[config.mk]
export PLATFORM = sky130hd
export DESIGN_NAME = preemptive_priority_scheduler
export DESIGN_NICKNAME = d
export VERILOG_FILES = /design/src/hw/rtl/pps_pkg.sv /design/src/hw/rtl/pps_table.sv /design/src/hw/rtl/pps_ctrl.sv /design/src/hw/rtl/preemptive_priority_scheduler.sv
export SDC_FILE = /design/constraint.sdc
export NUM_CORES = 2
export LEC_CHECK = 0
export ABC_AREA = 0
export BUFFER_PORTS_ARGS = -buffer_cell sky130_fd_sc_hd__buf_4
export CAP_MARGIN = 20
export CELL_PAD_IN_SITES_DETAIL_PLACEMENT = 2
export CELL_PAD_IN_SITES_GLOBAL_PLACEMENT = 2
export CORE_UTILIZATION = 49
export CTS_CLUSTER_DIAMETER = 30
export DETAILED_ROUTE_END_ITERATION = 6
export GPL_ROUTABILITY_DRIVEN = 0
export HOLD_SLACK_MARGIN = 0.12
export PLACE_DENSITY_LB_ADDON = 0.1
export SLEW_MARGIN = 20
export SYNTH_ARGS = -nofsm -noshare
export SYNTH_HDL_FRONTEND = slang
export SYNTH_SLANG_ARGS = --single-unit
[constraint.sdc]
create_clock -name i_clk -period 6.51 [get_ports i_clk]
set_clock_uncertainty 0.05 [all_clocks]
set_input_delay 0.3255 -clock i_clk [delete_from_list [all_inputs] [get_ports i_clk]]
set_output_delay 0.3255 -clock i_clk [all_outputs]
set_load 0.01 [all_outputs]
[src/hw/rtl/pps_pkg.sv]
`timescale 1ns / 1ps

package pps_pkg;

    localparam int MAX_PROCS  = 16;
    localparam int TIME_BITS  = 16;
    localparam int SLOT_BITS  = $clog2(MAX_PROCS);
    localparam int COUNT_BITS = $clog2(MAX_PROCS + 1);

    localparam logic [TIME_BITS-1:0]  TIME_MAX  = {TIME_BITS{1'b1}};
    localparam logic [COUNT_BITS-1:0] SLOTS_ALL = COUNT_BITS'(MAX_PROCS);

    // request function codes
    typedef enum logic [1:0] {
        FUNC_LOAD  = 2'd0,
        FUNC_TICK  = 2'd1,
        FUNC_CLEAR = 2'd2,
        FUNC_NONE  = 2'd3
    } t_func;

    // one process table entry
    typedef struct packed {
        logic [TIME_BITS-1:0] arrival;
        logic [TIME_BITS-1:0] burst;
        logic [TIME_BITS-1:0] remaining;
        logic [TIME_BITS-1:0] prio;
        logic [TIME_BITS-1:0] start;
    } t_entry;

    // one result
    typedef struct packed {
        logic                 ran_valid;
        logic [SLOT_BITS-1:0] ran_slot;
        logic                 finished;
        logic [TIME_BITS-1:0] wait_time;
        logic [TIME_BITS-1:0] turnaround_time;
        logic [TIME_BITS-1:0] response_time;
        logic                 all_done;
        logic                 table_full;
    } t_result;

    // sequencer status toward the top level
    typedef struct packed {
        logic                  busy;
        logic [COUNT_BITS-1:0] loaded;
        logic [COUNT_BITS-1:0] finished;
    } t_status;

    // subtract, clamped at zero
    function automatic logic [TIME_BITS-1:0] sat_sub(input logic [TIME_BITS-1:0] a,
                                                     input logic [TIME_BITS-1:0] b);
        return (a > b) ? (a - b) : '0;
    endfunction

endpackage

[src/hw/rtl/pps_table.sv]
`timescale 1ns / 1ps

module pps_table import pps_pkg::*; (
    input  logic                 i_clk,
    input  logic                 i_wr_en,
    input  logic [SLOT_BITS-1:0] i_wr_addr,
    input  t_entry               i_wr_data,
    input  logic                 i_rd_en,
    input  logic [SLOT_BITS-1:0] i_rd_addr,
    output t_entry               o_rd_data
);

    t_entry r_mem [MAX_PROCS];
    t_entry r_rd_data;

    // write one entry
    always_ff @(posedge i_clk) begin
        if (i_wr_en) begin
            r_mem[i_wr_addr] <= i_wr_data;
        end
    end

    // registered read
    always_ff @(posedge i_clk) begin
        if (i_rd_en) begin
            r_rd_data <= r_mem[i_rd_addr];
        end
    end

    assign o_rd_data = r_rd_data;

endmodule

[src/hw/rtl/pps_ctrl.sv]
`timescale 1ns / 1ps

module pps_ctrl import pps_pkg::*; (
    input  logic                 i_clk,
    input  logic                 i_rst_n,
    input  logic                 i_in_valid,
    input  logic [1:0]           i_func,
    input  logic [TIME_BITS-1:0] i_arrival_time,
    input  logic [TIME_BITS-1:0] i_burst_time,
    input  logic [TIME_BITS-1:0] i_priority_level,
    input  logic                 i_res_take,
    output logic                 o_res_valid,
    output t_result              o_res,
    output t_status              o_status,
    output logic                 o_wr_en,
    output logic [SLOT_BITS-1:0] o_wr_addr,
    output t_entry               o_wr_data,
    output logic                 o_rd_en,
    output logic [SLOT_BITS-1:0] o_rd_addr,
    input  t_entry               i_rd_data
);

    typedef enum logic [2:0] {
        S_IDLE,
        S_SCAN,
        S_FIN1,
        S_FIN2,
        S_FIN3,
        S_RESULT
    } t_state;

    t_state                r_state, n_state;
    logic [COUNT_BITS-1:0] r_loaded, n_loaded;
    logic [COUNT_BITS-1:0] r_finished, n_finished;
    logic [TIME_BITS-1:0]  r_tick, n_tick;
    logic [COUNT_BITS-1:0] r_issue, n_issue;
    logic                  r_cmp_valid, n_cmp_valid;
    logic [SLOT_BITS-1:0]  r_cmp_idx, n_cmp_idx;
    logic                  r_found, n_found;
    logic [SLOT_BITS-1:0]  r_best_idx, n_best_idx;
    t_entry                r_best, n_best;
    logic [TIME_BITS-1:0]  r_done, n_done;
    t_result               r_res, n_res;

    logic [TIME_BITS-1:0]  tick_inc;
    logic                  cand_ready;
    logic                  cand_better;
    t_entry                upd;

    assign tick_inc    = (r_tick == TIME_MAX) ? r_tick : r_tick + 1'b1;
    assign cand_ready  = (i_rd_data.arrival <= r_tick) && (i_rd_data.remaining != '0);
    assign cand_better = !r_found || (i_rd_data.prio < r_best.prio);

    // run the chosen process for one tick
    always_comb begin
        upd           = r_best;
        upd.remaining = r_best.remaining - 1'b1;
        if (r_best.remaining == r_best.burst) begin
            upd.start = r_tick;
        end
    end

    // sequencer next state
    always_comb begin
        n_state     = r_state;
        n_loaded    = r_loaded;
        n_finished  = r_finished;
        n_tick      = r_tick;
        n_issue     = r_issue;
        n_cmp_valid = r_cmp_valid;
        n_cmp_idx   = r_cmp_idx;
        n_found     = r_found;
        n_best_idx  = r_best_idx;
        n_best      = r_best;
        n_done      = r_done;
        n_res       = r_res;
        o_wr_en     = 1'b0;
        o_wr_addr   = r_best_idx;
        o_wr_data   = upd;
        o_rd_en     = 1'b0;
        o_rd_addr   = r_issue[SLOT_BITS-1:0];

        case (r_state)
            S_IDLE: begin
                if (i_in_valid) begin
                    n_res   = '0;
                    n_state = S_RESULT;
                    case (t_func'(i_func))
                        FUNC_LOAD: begin
                            if (r_loaded == SLOTS_ALL) begin
                                n_res.table_full = 1'b1;
                            end else begin
                                o_wr_en   = 1'b1;
                                o_wr_addr = r_loaded[SLOT_BITS-1:0];
                                o_wr_data.arrival = i_arrival_time;
                                o_wr_data.burst   = (i_burst_time == '0) ?
                                                    TIME_BITS'(1) : i_burst_time;
                                o_wr_data.remaining = o_wr_data.burst;
                                o_wr_data.prio    = i_priority_level;
                                o_wr_data.start   = '0;
                                n_loaded  = r_loaded + 1'b1;
                            end
                        end
                        FUNC_TICK: begin
                            if (r_loaded == '0) begin
                                n_tick = tick_inc;
                            end else begin
                                n_issue     = '0;
                                n_cmp_valid = 1'b0;
                                n_found     = 1'b0;
                                n_state     = S_SCAN;
                            end
                        end
                        FUNC_CLEAR: begin
                            n_loaded   = '0;
                            n_finished = '0;
                            n_tick     = '0;
                        end
                        default: begin
                        end
                    endcase
                end
            end

            S_SCAN: begin
                // compare the entry read last cycle against the best so far
                if (r_cmp_valid && cand_ready && cand_better) begin
                    n_found    = 1'b1;
                    n_best     = i_rd_data;
                    n_best_idx = r_cmp_idx;
                end
                // issue the next slot read, or finish once the last compare is done
                if (r_issue < r_loaded) begin
                    o_rd_en     = 1'b1;
                    n_issue     = r_issue + 1'b1;
                    n_cmp_valid = 1'b1;
                    n_cmp_idx   = r_issue[SLOT_BITS-1:0];
                end else begin
                    n_cmp_valid = 1'b0;
                    if (r_cmp_valid) begin
                        n_state = S_FIN1;
                    end
                end
            end

            S_FIN1: begin
                n_tick  = tick_inc;
                n_state = S_RESULT;
                if (r_found) begin
                    o_wr_en           = 1'b1;
                    n_best            = upd;
                    n_done            = tick_inc;
                    n_res.ran_valid   = 1'b1;
                    n_res.ran_slot    = r_best_idx;
                    if (upd.remaining == '0) begin
                        n_res.finished      = 1'b1;
                        n_finished          = r_finished + 1'b1;
                        n_res.response_time = sat_sub(upd.start, upd.arrival);
                        n_state             = S_FIN2;
                    end
                end
            end

            S_FIN2: begin
                n_res.turnaround_time = sat_sub(r_done, r_best.arrival);
                n_state               = S_FIN3;
            end

            S_FIN3: begin
                n_res.wait_time = sat_sub(r_res.turnaround_time, r_best.burst);
                n_state         = S_RESULT;
            end

            S_RESULT: begin
                if (i_res_take) begin
                    n_state = S_IDLE;
                end
            end

            default: begin
                n_state = S_IDLE;
            end
        endcase
    end

    // hold state, counters and result
    always_ff @(posedge i_clk) begin
        if (!i_rst_n) begin
            r_state     <= S_IDLE;
            r_loaded    <= '0;
            r_finished  <= '0;
            r_tick      <= '0;
            r_cmp_valid <= 1'b0;
            r_found     <= 1'b0;
        end else begin
            r_state     <= n_state;
            r_loaded    <= n_loaded;
            r_finished  <= n_finished;
            r_tick      <= n_tick;
            r_cmp_valid <= n_cmp_valid;
            r_found     <= n_found;
        end
        r_issue    <= n_issue;
        r_cmp_idx  <= n_cmp_idx;
        r_best_idx <= n_best_idx;
        r_best     <= n_best;
        r_done     <= n_done;
        r_res      <= n_res;
    end

    // present result with the current completion flag
    always_comb begin
        o_res          = r_res;
        o_res.all_done = (r_finished == r_loaded);
    end

    assign o_res_valid       = (r_state == S_RESULT);
    assign o_status.busy     = (r_state != S_IDLE);
    assign o_status.loaded   = r_loaded;
    assign o_status.finished = r_finished;

endmodule

[src/hw/rtl/preemptive_priority_scheduler.sv]
`timescale 1ns / 1ps
// Channel  Direction  Handshake                 Payload
// in       input      i_in_valid / o_in_stall   i_func, i_arrival_time, i_burst_time,
//                                               i_priority_level
// out      output     o_out_valid / i_out_stall o_ran_valid, o_ran_slot, o_finished,
//                                               o_wait_time, o_turnaround_time,
//                                               o_response_time, o_all_done, o_table_full
//
// Load, clear and unknown requests, and a tick on an empty table, go straight to the
// result; a tick on a loaded table scans the loaded slots, and when the chosen process
// finishes it also computes the turnaround and then the wait time. The tick length is set
// by the slot scan: one table read and one priority compare per cycle through the single
// table read port and the shared compare unit.
// Synchronous active-low reset empties the table and zeroes time; no clearing pass.
// A stalled output holds one result; the next request is accepted meanwhile and its
// result waits in the sequencer until the output register frees.

module preemptive_priority_scheduler import pps_pkg::*; (
    input  logic                 i_clk,
    input  logic                 i_rst_n,
    input  logic                 i_in_valid,
    output logic                 o_in_stall,
    input  logic [1:0]           i_func,
    input  logic [TIME_BITS-1:0] i_arrival_time,
    input  logic [TIME_BITS-1:0] i_burst_time,
    input  logic [TIME_BITS-1:0] i_priority_level,
    output logic                 o_out_valid,
    input  logic                 i_out_stall,
    output logic                 o_ran_valid,
    output logic [SLOT_BITS-1:0] o_ran_slot,
    output logic                 o_finished,
    output logic [TIME_BITS-1:0] o_wait_time,
    output logic [TIME_BITS-1:0] o_turnaround_time,
    output logic [TIME_BITS-1:0] o_response_time,
    output logic                 o_all_done,
    output logic                 o_table_full
);

    logic                 res_valid;
    logic                 res_take;
    t_result              res;
    t_status              status;
    logic                 wr_en;
    logic [SLOT_BITS-1:0] wr_addr;
    t_entry               wr_data;
    logic                 rd_en;
    logic [SLOT_BITS-1:0] rd_addr;
    t_entry               rd_data;
    logic                 r_out_valid;
    t_result              r_out;

    pps_table u_table (
        .i_clk     (i_clk),
        .i_wr_en   (wr_en),
        .i_wr_addr (wr_addr),
        .i_wr_data (wr_data),
        .i_rd_en   (rd_en),
        .i_rd_addr (rd_addr),
        .o_rd_data (rd_data)
    );

    pps_ctrl u_ctrl (
        .i_clk            (i_clk),
        .i_rst_n          (i_rst_n),
        .i_in_valid       (i_in_valid),
        .i_func           (i_func),
        .i_arrival_time   (i_arrival_time),
        .i_burst_time     (i_burst_time),
        .i_priority_level (i_priority_level),
        .i_res_take       (res_take),
        .o_res_valid      (res_valid),
        .o_res            (res),
        .o_status         (status),
        .o_wr_en          (wr_en),
        .o_wr_addr        (wr_addr),
        .o_wr_data        (wr_data),
        .o_rd_en          (rd_en),
        .o_rd_addr        (rd_addr),
        .i_rd_data        (rd_data)
    );

    assign o_in_stall = status.busy;
    assign res_take   = !r_out_valid || !i_out_stall;

    // output register: load when free, drop when taken
    always_ff @(posedge i_clk) begin
        if (!i_rst_n) begin
            r_out_valid <= 1'b0;
        end else if (res_valid && res_take) begin
            r_out_valid <= 1'b1;
        end else if (!i_out_stall) begin
            r_out_valid <= 1'b0;
        end
        if (res_valid && res_take) begin
            r_out <= res;
        end
    end

    assign o_out_valid       = r_out_valid;
    assign o_ran_valid       = r_out.ran_valid;
    assign o_ran_slot        = r_out.ran_slot;
    assign o_finished        = r_out.finished;
    assign o_wait_time       = r_out.wait_time;
    assign o_turnaround_time = r_out.turnaround_time;
    assign o_response_time   = r_out.response_time;
    assign o_all_done        = r_out.all_done;
    assign o_table_full      = r_out.table_full;

`ifndef SYNTHESIS
    // an accepted request always leaves the sequencer busy in the next cycle
    a_busy_after_accept: assert property (@(posedge i_clk) disable iff (!i_rst_n)
        (i_in_valid && !o_in_stall) |=> o_in_stall)
        else $error("sequencer not busy after request accept");

    // never more finished processes than loaded ones
    a_count_order: assert property (@(posedge i_clk) disable iff (!i_rst_n)
        status.finished <= status.loaded)
        else $error("finished count exceeds loaded count");

    // a completion is only reported for a process that ran
    a_finish_ran: assert property (@(posedge i_clk) disable iff (!i_rst_n)
        (o_out_valid && o_finished) |-> o_ran_valid)
        else $error("finish reported without a running process");
`endif

endmodule
==> metrics, run 1 <==
status aborted with a tool error; failing step 4_1_cts; first reported error [ERROR DPL-0033] detailed placement checks failed during check placement.; Synth cell types 80; FFs w/ async S/R, synth 0%; Horiz. Die Dim 366 um; Avg Inst Size Synth 19.3 sq um; CTS buffer count 361; Chip Height 366 um; row cnt about 130; Yosys Warn Count 0; Seq cells post-synth between 1.5k and 2k; IO Pins 112; Post-Synthesis Cells around 3.4k; Root Driver clkbuf_16; PostCTS Resize Cnt 0; TritonCTS Sinks 1,612; cts hold-fix bufs 35; Post-synth top flop edfxtp_1; post-synth net total 3,512; register area share after synthesis 74.0%; placed cell areas 68,500 sq um; port buffer count 111; Initial Util 49.4%; clk buf depth 4; Synth Cell Area 65,000 sq um; Post-CTS Setup Bufs 0; Post-synth EDFFs 1,580; DP HPWL 127 mm; H-tree Lvls 5
-- cells in the mapped netlist (4+ instances only) --
cell	instances	area, sq um
dfxtp_1	32	641
nand3_1	40	200
a31oi_1	12	75.1
buf_6	6	67.6
and2_1	56	350
ha_1	93	1160
o21ai_0	120	601
nor3_1	34	170
buf_4	5	37.5
o21a_1	15	113
a21oi_1	97	485
clkbuf_1	91	342
or2_2	4	25.0
xor2_1	43	377
o211ai_1	9	67.6
a211oi_1	14	105
nor3b_1	6	45.0
o31ai_1	7	52.6
edfxtp_1	1580	47400
mux4_2	400	9010
a21o_1	16	120
nor2_1	165	619
nand2_1	153	574
nor2b_1	12	75.1
nand2b_1	15	93.8
nand4_1	20	125
and3_1	9	56.3
inv_1	107	402
buf_2	20	100
nand3b_1	4	30.0
o21bai_1	5	37.5
or3_1	10	62.6
a32o_1	6	60.1
nor4_1	19	119
mux2i_1	6	60.1
a41oi_1	4	35.0
buf_1	24	90.1
xnor2_1	36	315
-- cells by family after synthesis --
group,count (synthesis),synth area share (%)
AOI/OAI and AO/OA,340,3.18
xor gates and xnor gates,79,1.06
adders and majority gates,96,1.88
buffers and inverters,256,1.65
DFF,1612,74.0
muxes,409,14.0
and+or+nand+nor,570,4.28
-- stage by stage --
| step | instances | setup slack (ns) |
|---|---|---|
| floorplan | 3362 | 0.854 |
| global placement | 5168 | 1.17 |
| detailed placement | 5169 | 0.855 |
==> run 2, diff against run 1 <==
--- a/config.mk
+++ b/config.mk
@@ -8,14 +8,10 @@
 export ABC_AREA = 0
 export BUFFER_PORTS_ARGS = -buffer_cell sky130_fd_sc_hd__buf_4
 export CAP_MARGIN = 20
-export CELL_PAD_IN_SITES_DETAIL_PLACEMENT = 2
-export CELL_PAD_IN_SITES_GLOBAL_PLACEMENT = 2
-export CORE_UTILIZATION = 49
-export CTS_CLUSTER_DIAMETER = 30
+export CORE_UTILIZATION = 40
 export DETAILED_ROUTE_END_ITERATION = 6
 export GPL_ROUTABILITY_DRIVEN = 0
-export HOLD_SLACK_MARGIN = 0.12
-export PLACE_DENSITY_LB_ADDON = 0.1
+export PLACE_DENSITY_LB_ADDON = 0.15
 export SLEW_MARGIN = 20
 export SYNTH_ARGS = -nofsm -noshare
 export SYNTH_HDL_FRONTEND = slang
==> run 2 against run 1 <==
  * The run now ends clean
  * Area after synthesis is the same
  * Synthesized cell count stayed put
==> metrics, run 2 <==
status completed; worst endpoint data arrival time 5.33 ns; Synth cell types 80; CTS buffer count 165; Worst-Margin Slew 1.21 ns; Final Power 24.9 mW; peak supply drop 204 uV; Yosys top cell area share 73.0%; DRT antenna net count 0; vias in the first global route 33.1k; post-synthesis adder-cell area fraction 1.88%; IO Pins 112; fin crit share 74.6%; Synth Cell Area 65,000 sq um; min Tclk post-route 4.86 ns; largest net degree at the start of global routing between 100 and 150; top post-synthesis cells by area edfxtp_1 73%, mux4_2 14%, ha_1 1.8%, dfxtp_1 0.99%, nor2_1 0.95%; largest family of logic cells by synthesized area multiplexers; ant diodes 0; register area share after synthesis 74.0%; drt drc 0; maximum clock frequency 206 MHz; Worst Path Max Fanout 16; RSZ-0062 raised after global routing false; register clock-pin slew on the reported worst setup and hold paths 0.06 ns; Core Region 161,000 sq um; setup TNS 0 ns; FFs w/ async S/R, synth 0%; row cnt between 100 and 150; WHS Path Cells 4; CTS tree done; Post-synth top flop edfxtp_1; area grow syn2layout 14.7%; final WL 163 mm; Critical Path RT around 7 ns; layout cells sized above 1 24.3%; DP HPWL 95.0 mm; first-pass GRT wire length 238 mm; max-cap violations 0; H-tree Lvls 4; Fill cells 13.5k; via count 32.7k; drt wl/cell 27.6 um; worst hold path type in -> reg; Initial Util 40.4%; worst setup margin 1.65 ns; Post-CTS Setup Bufs 0; die area 164,000 sq um; multiplexer share of the synthesized area 14.0%; count leader, synth edfxtp_1; Seq cells post-synth 1,612; Yosys Warn Count 0; area leader, netlist edfxtp_1; post-synth net total 3,512; Post-synth EDFFs 1,580; Horiz. Die Dim 405 um; post-synthesis xor/xnor area fraction 1.06%; Post-Synthesis Cells 3,362; worst r2r path cells 14; Chip Height 405 um; DP Worst Slack about 1.7 ns; grt total ovfl 0; WHS slightly below 0.06 ns; Total GRT Usage 20.1%; vias per cell 5.53; Final Max Tran Viols 0; worst reg2reg setup slack between 1.5 and 2 ns; Worst setup SP type flip-flop; crit path kind reg -> reg; crit end category flip-flop; commonest non-fill, non-tap cell in the layout edfxtp_1; Setup Viol. Count Final 0; drt initial violations between 3k and 4k; pwr dens 334 nW/um^2; initial antenna violation count 3; clk buf depth 3; Final Hold Fails 0; Biggest register u_table.r_mem; nets approximately 3.8k; drt pass-1 iters 5; max FFs per register 1,280; leakage power 23.9 nW; port buffer count 111; post-synthesis compound-gate area fraction under 10%; Slew headroom approximately a fifth; Worst-Skew Late Latency 0.79 ns; Util after Layout 46.3%; TritonCTS Sinks 1,612; Root Driver clkbuf_16; PostCTS Resize Cnt 0; most common library cells after synthesis 1,580 x edfxtp_1, 400 x mux4_2, 165 x nor2_1, 153 x nand2_1, 120 x o21ai_0; Avg Inst Size Synth 19.3 sq um; Simple-Gate Fraction of Synth Area 4.28%; commonest non-fill, non-tap cells in the layout 1,580 x edfxtp_1, 400 x mux4_2, 195 x buf_4
run 2: cell counts after synthesis:
Identical to the previous run, type by type.
run 2: worst paths after layout:
check                      startpoint                    to
setup / recovery    u_ctrl.r_best[41]      u_ctrl.o_res[17]
hold reg to reg   u_ctrl.r_cmp_idx[3]  u_ctrl.r_best_idx[3]
setup reg to reg    u_ctrl.r_best[41]      u_ctrl.o_res[17]
hold / removal    i_priority_level[5]  u_table.r_mem[1][21]
run 2: where the power goes:
part           switching, mW  internal [mW]
Combinational           2.04           1.55
Sequential             0.210           12.1
Clock                   3.90           5.10
Total                   6.15           18.7
run 2: kinds of logic after synthesis:
logic type               after synthesis
AND/OR/NAND/NOR                      570
adder cells (fa/ha/maj)               96
XOR/XNOR                              79
buffers and inverters                256
multiplexers                         409
flip-flops                          1612
AO/OA/AOI/OAI                        340
run 2: what timing repair did:
action / CTS / global route
endpoints found under the setup margin: 0 / 0
hold buffers: 20 / 0
hold endpoints to repair: 242 / 0
run 2: per-stage QoR:
| stage | instance area [sq um] | std cells |
|---|---|---|
| floorplan | 65000 | 3362 |
| global placement | 69200 | 5594 |
| detailed placement | 69300 | 5595 |
| CTS | 74600 | 5910 |
| global route | 74600 | 5910 |
| finish | 74600 | 5910 |
run 2: critical path: stages (launching register included):
cell and delay (ns):
edfxtp_1 0.52, xor2_1 0.20, nor4_1 0.39, nand4_1 0.46, mux2i_1 0.48, ha_1 0.25
inv_1 0.06, fa_1 0.45, a211o_1 0.33, a2111oi_0 0.49, o31a_1 0.28, a21oi_1 0.10
o31ai_2 0.18, buf_4 0.25, nor4_1 0.09
run 2: cell type report:
type / count / area [sq um] / share of cell area [%]
sequential: 1612 / 48100 / 64.5
multi-input combinational: 1494 / 16100 / 21.6
clock buffer: 223 / 4520 / 6.05
tap: 2160 / 2700 / 3.62
timing repair buffer: 242 / 2200 / 2.96
clock inverter: 72 / 567 / 0.760
inverter: 107 / 407 / 0.545
run 2: routing by layer:
metal,share of wire [%],vias to the layer above,GRT usage [%]
met1,45,17400,28.7
met3,5.1,193,2.80
met4,2.0,2,5.08
li1,-,14100,-
met5,0.0080,-,0
met2,48,941,32.7
Note: power is estimated with default switching activity, not from simulation.
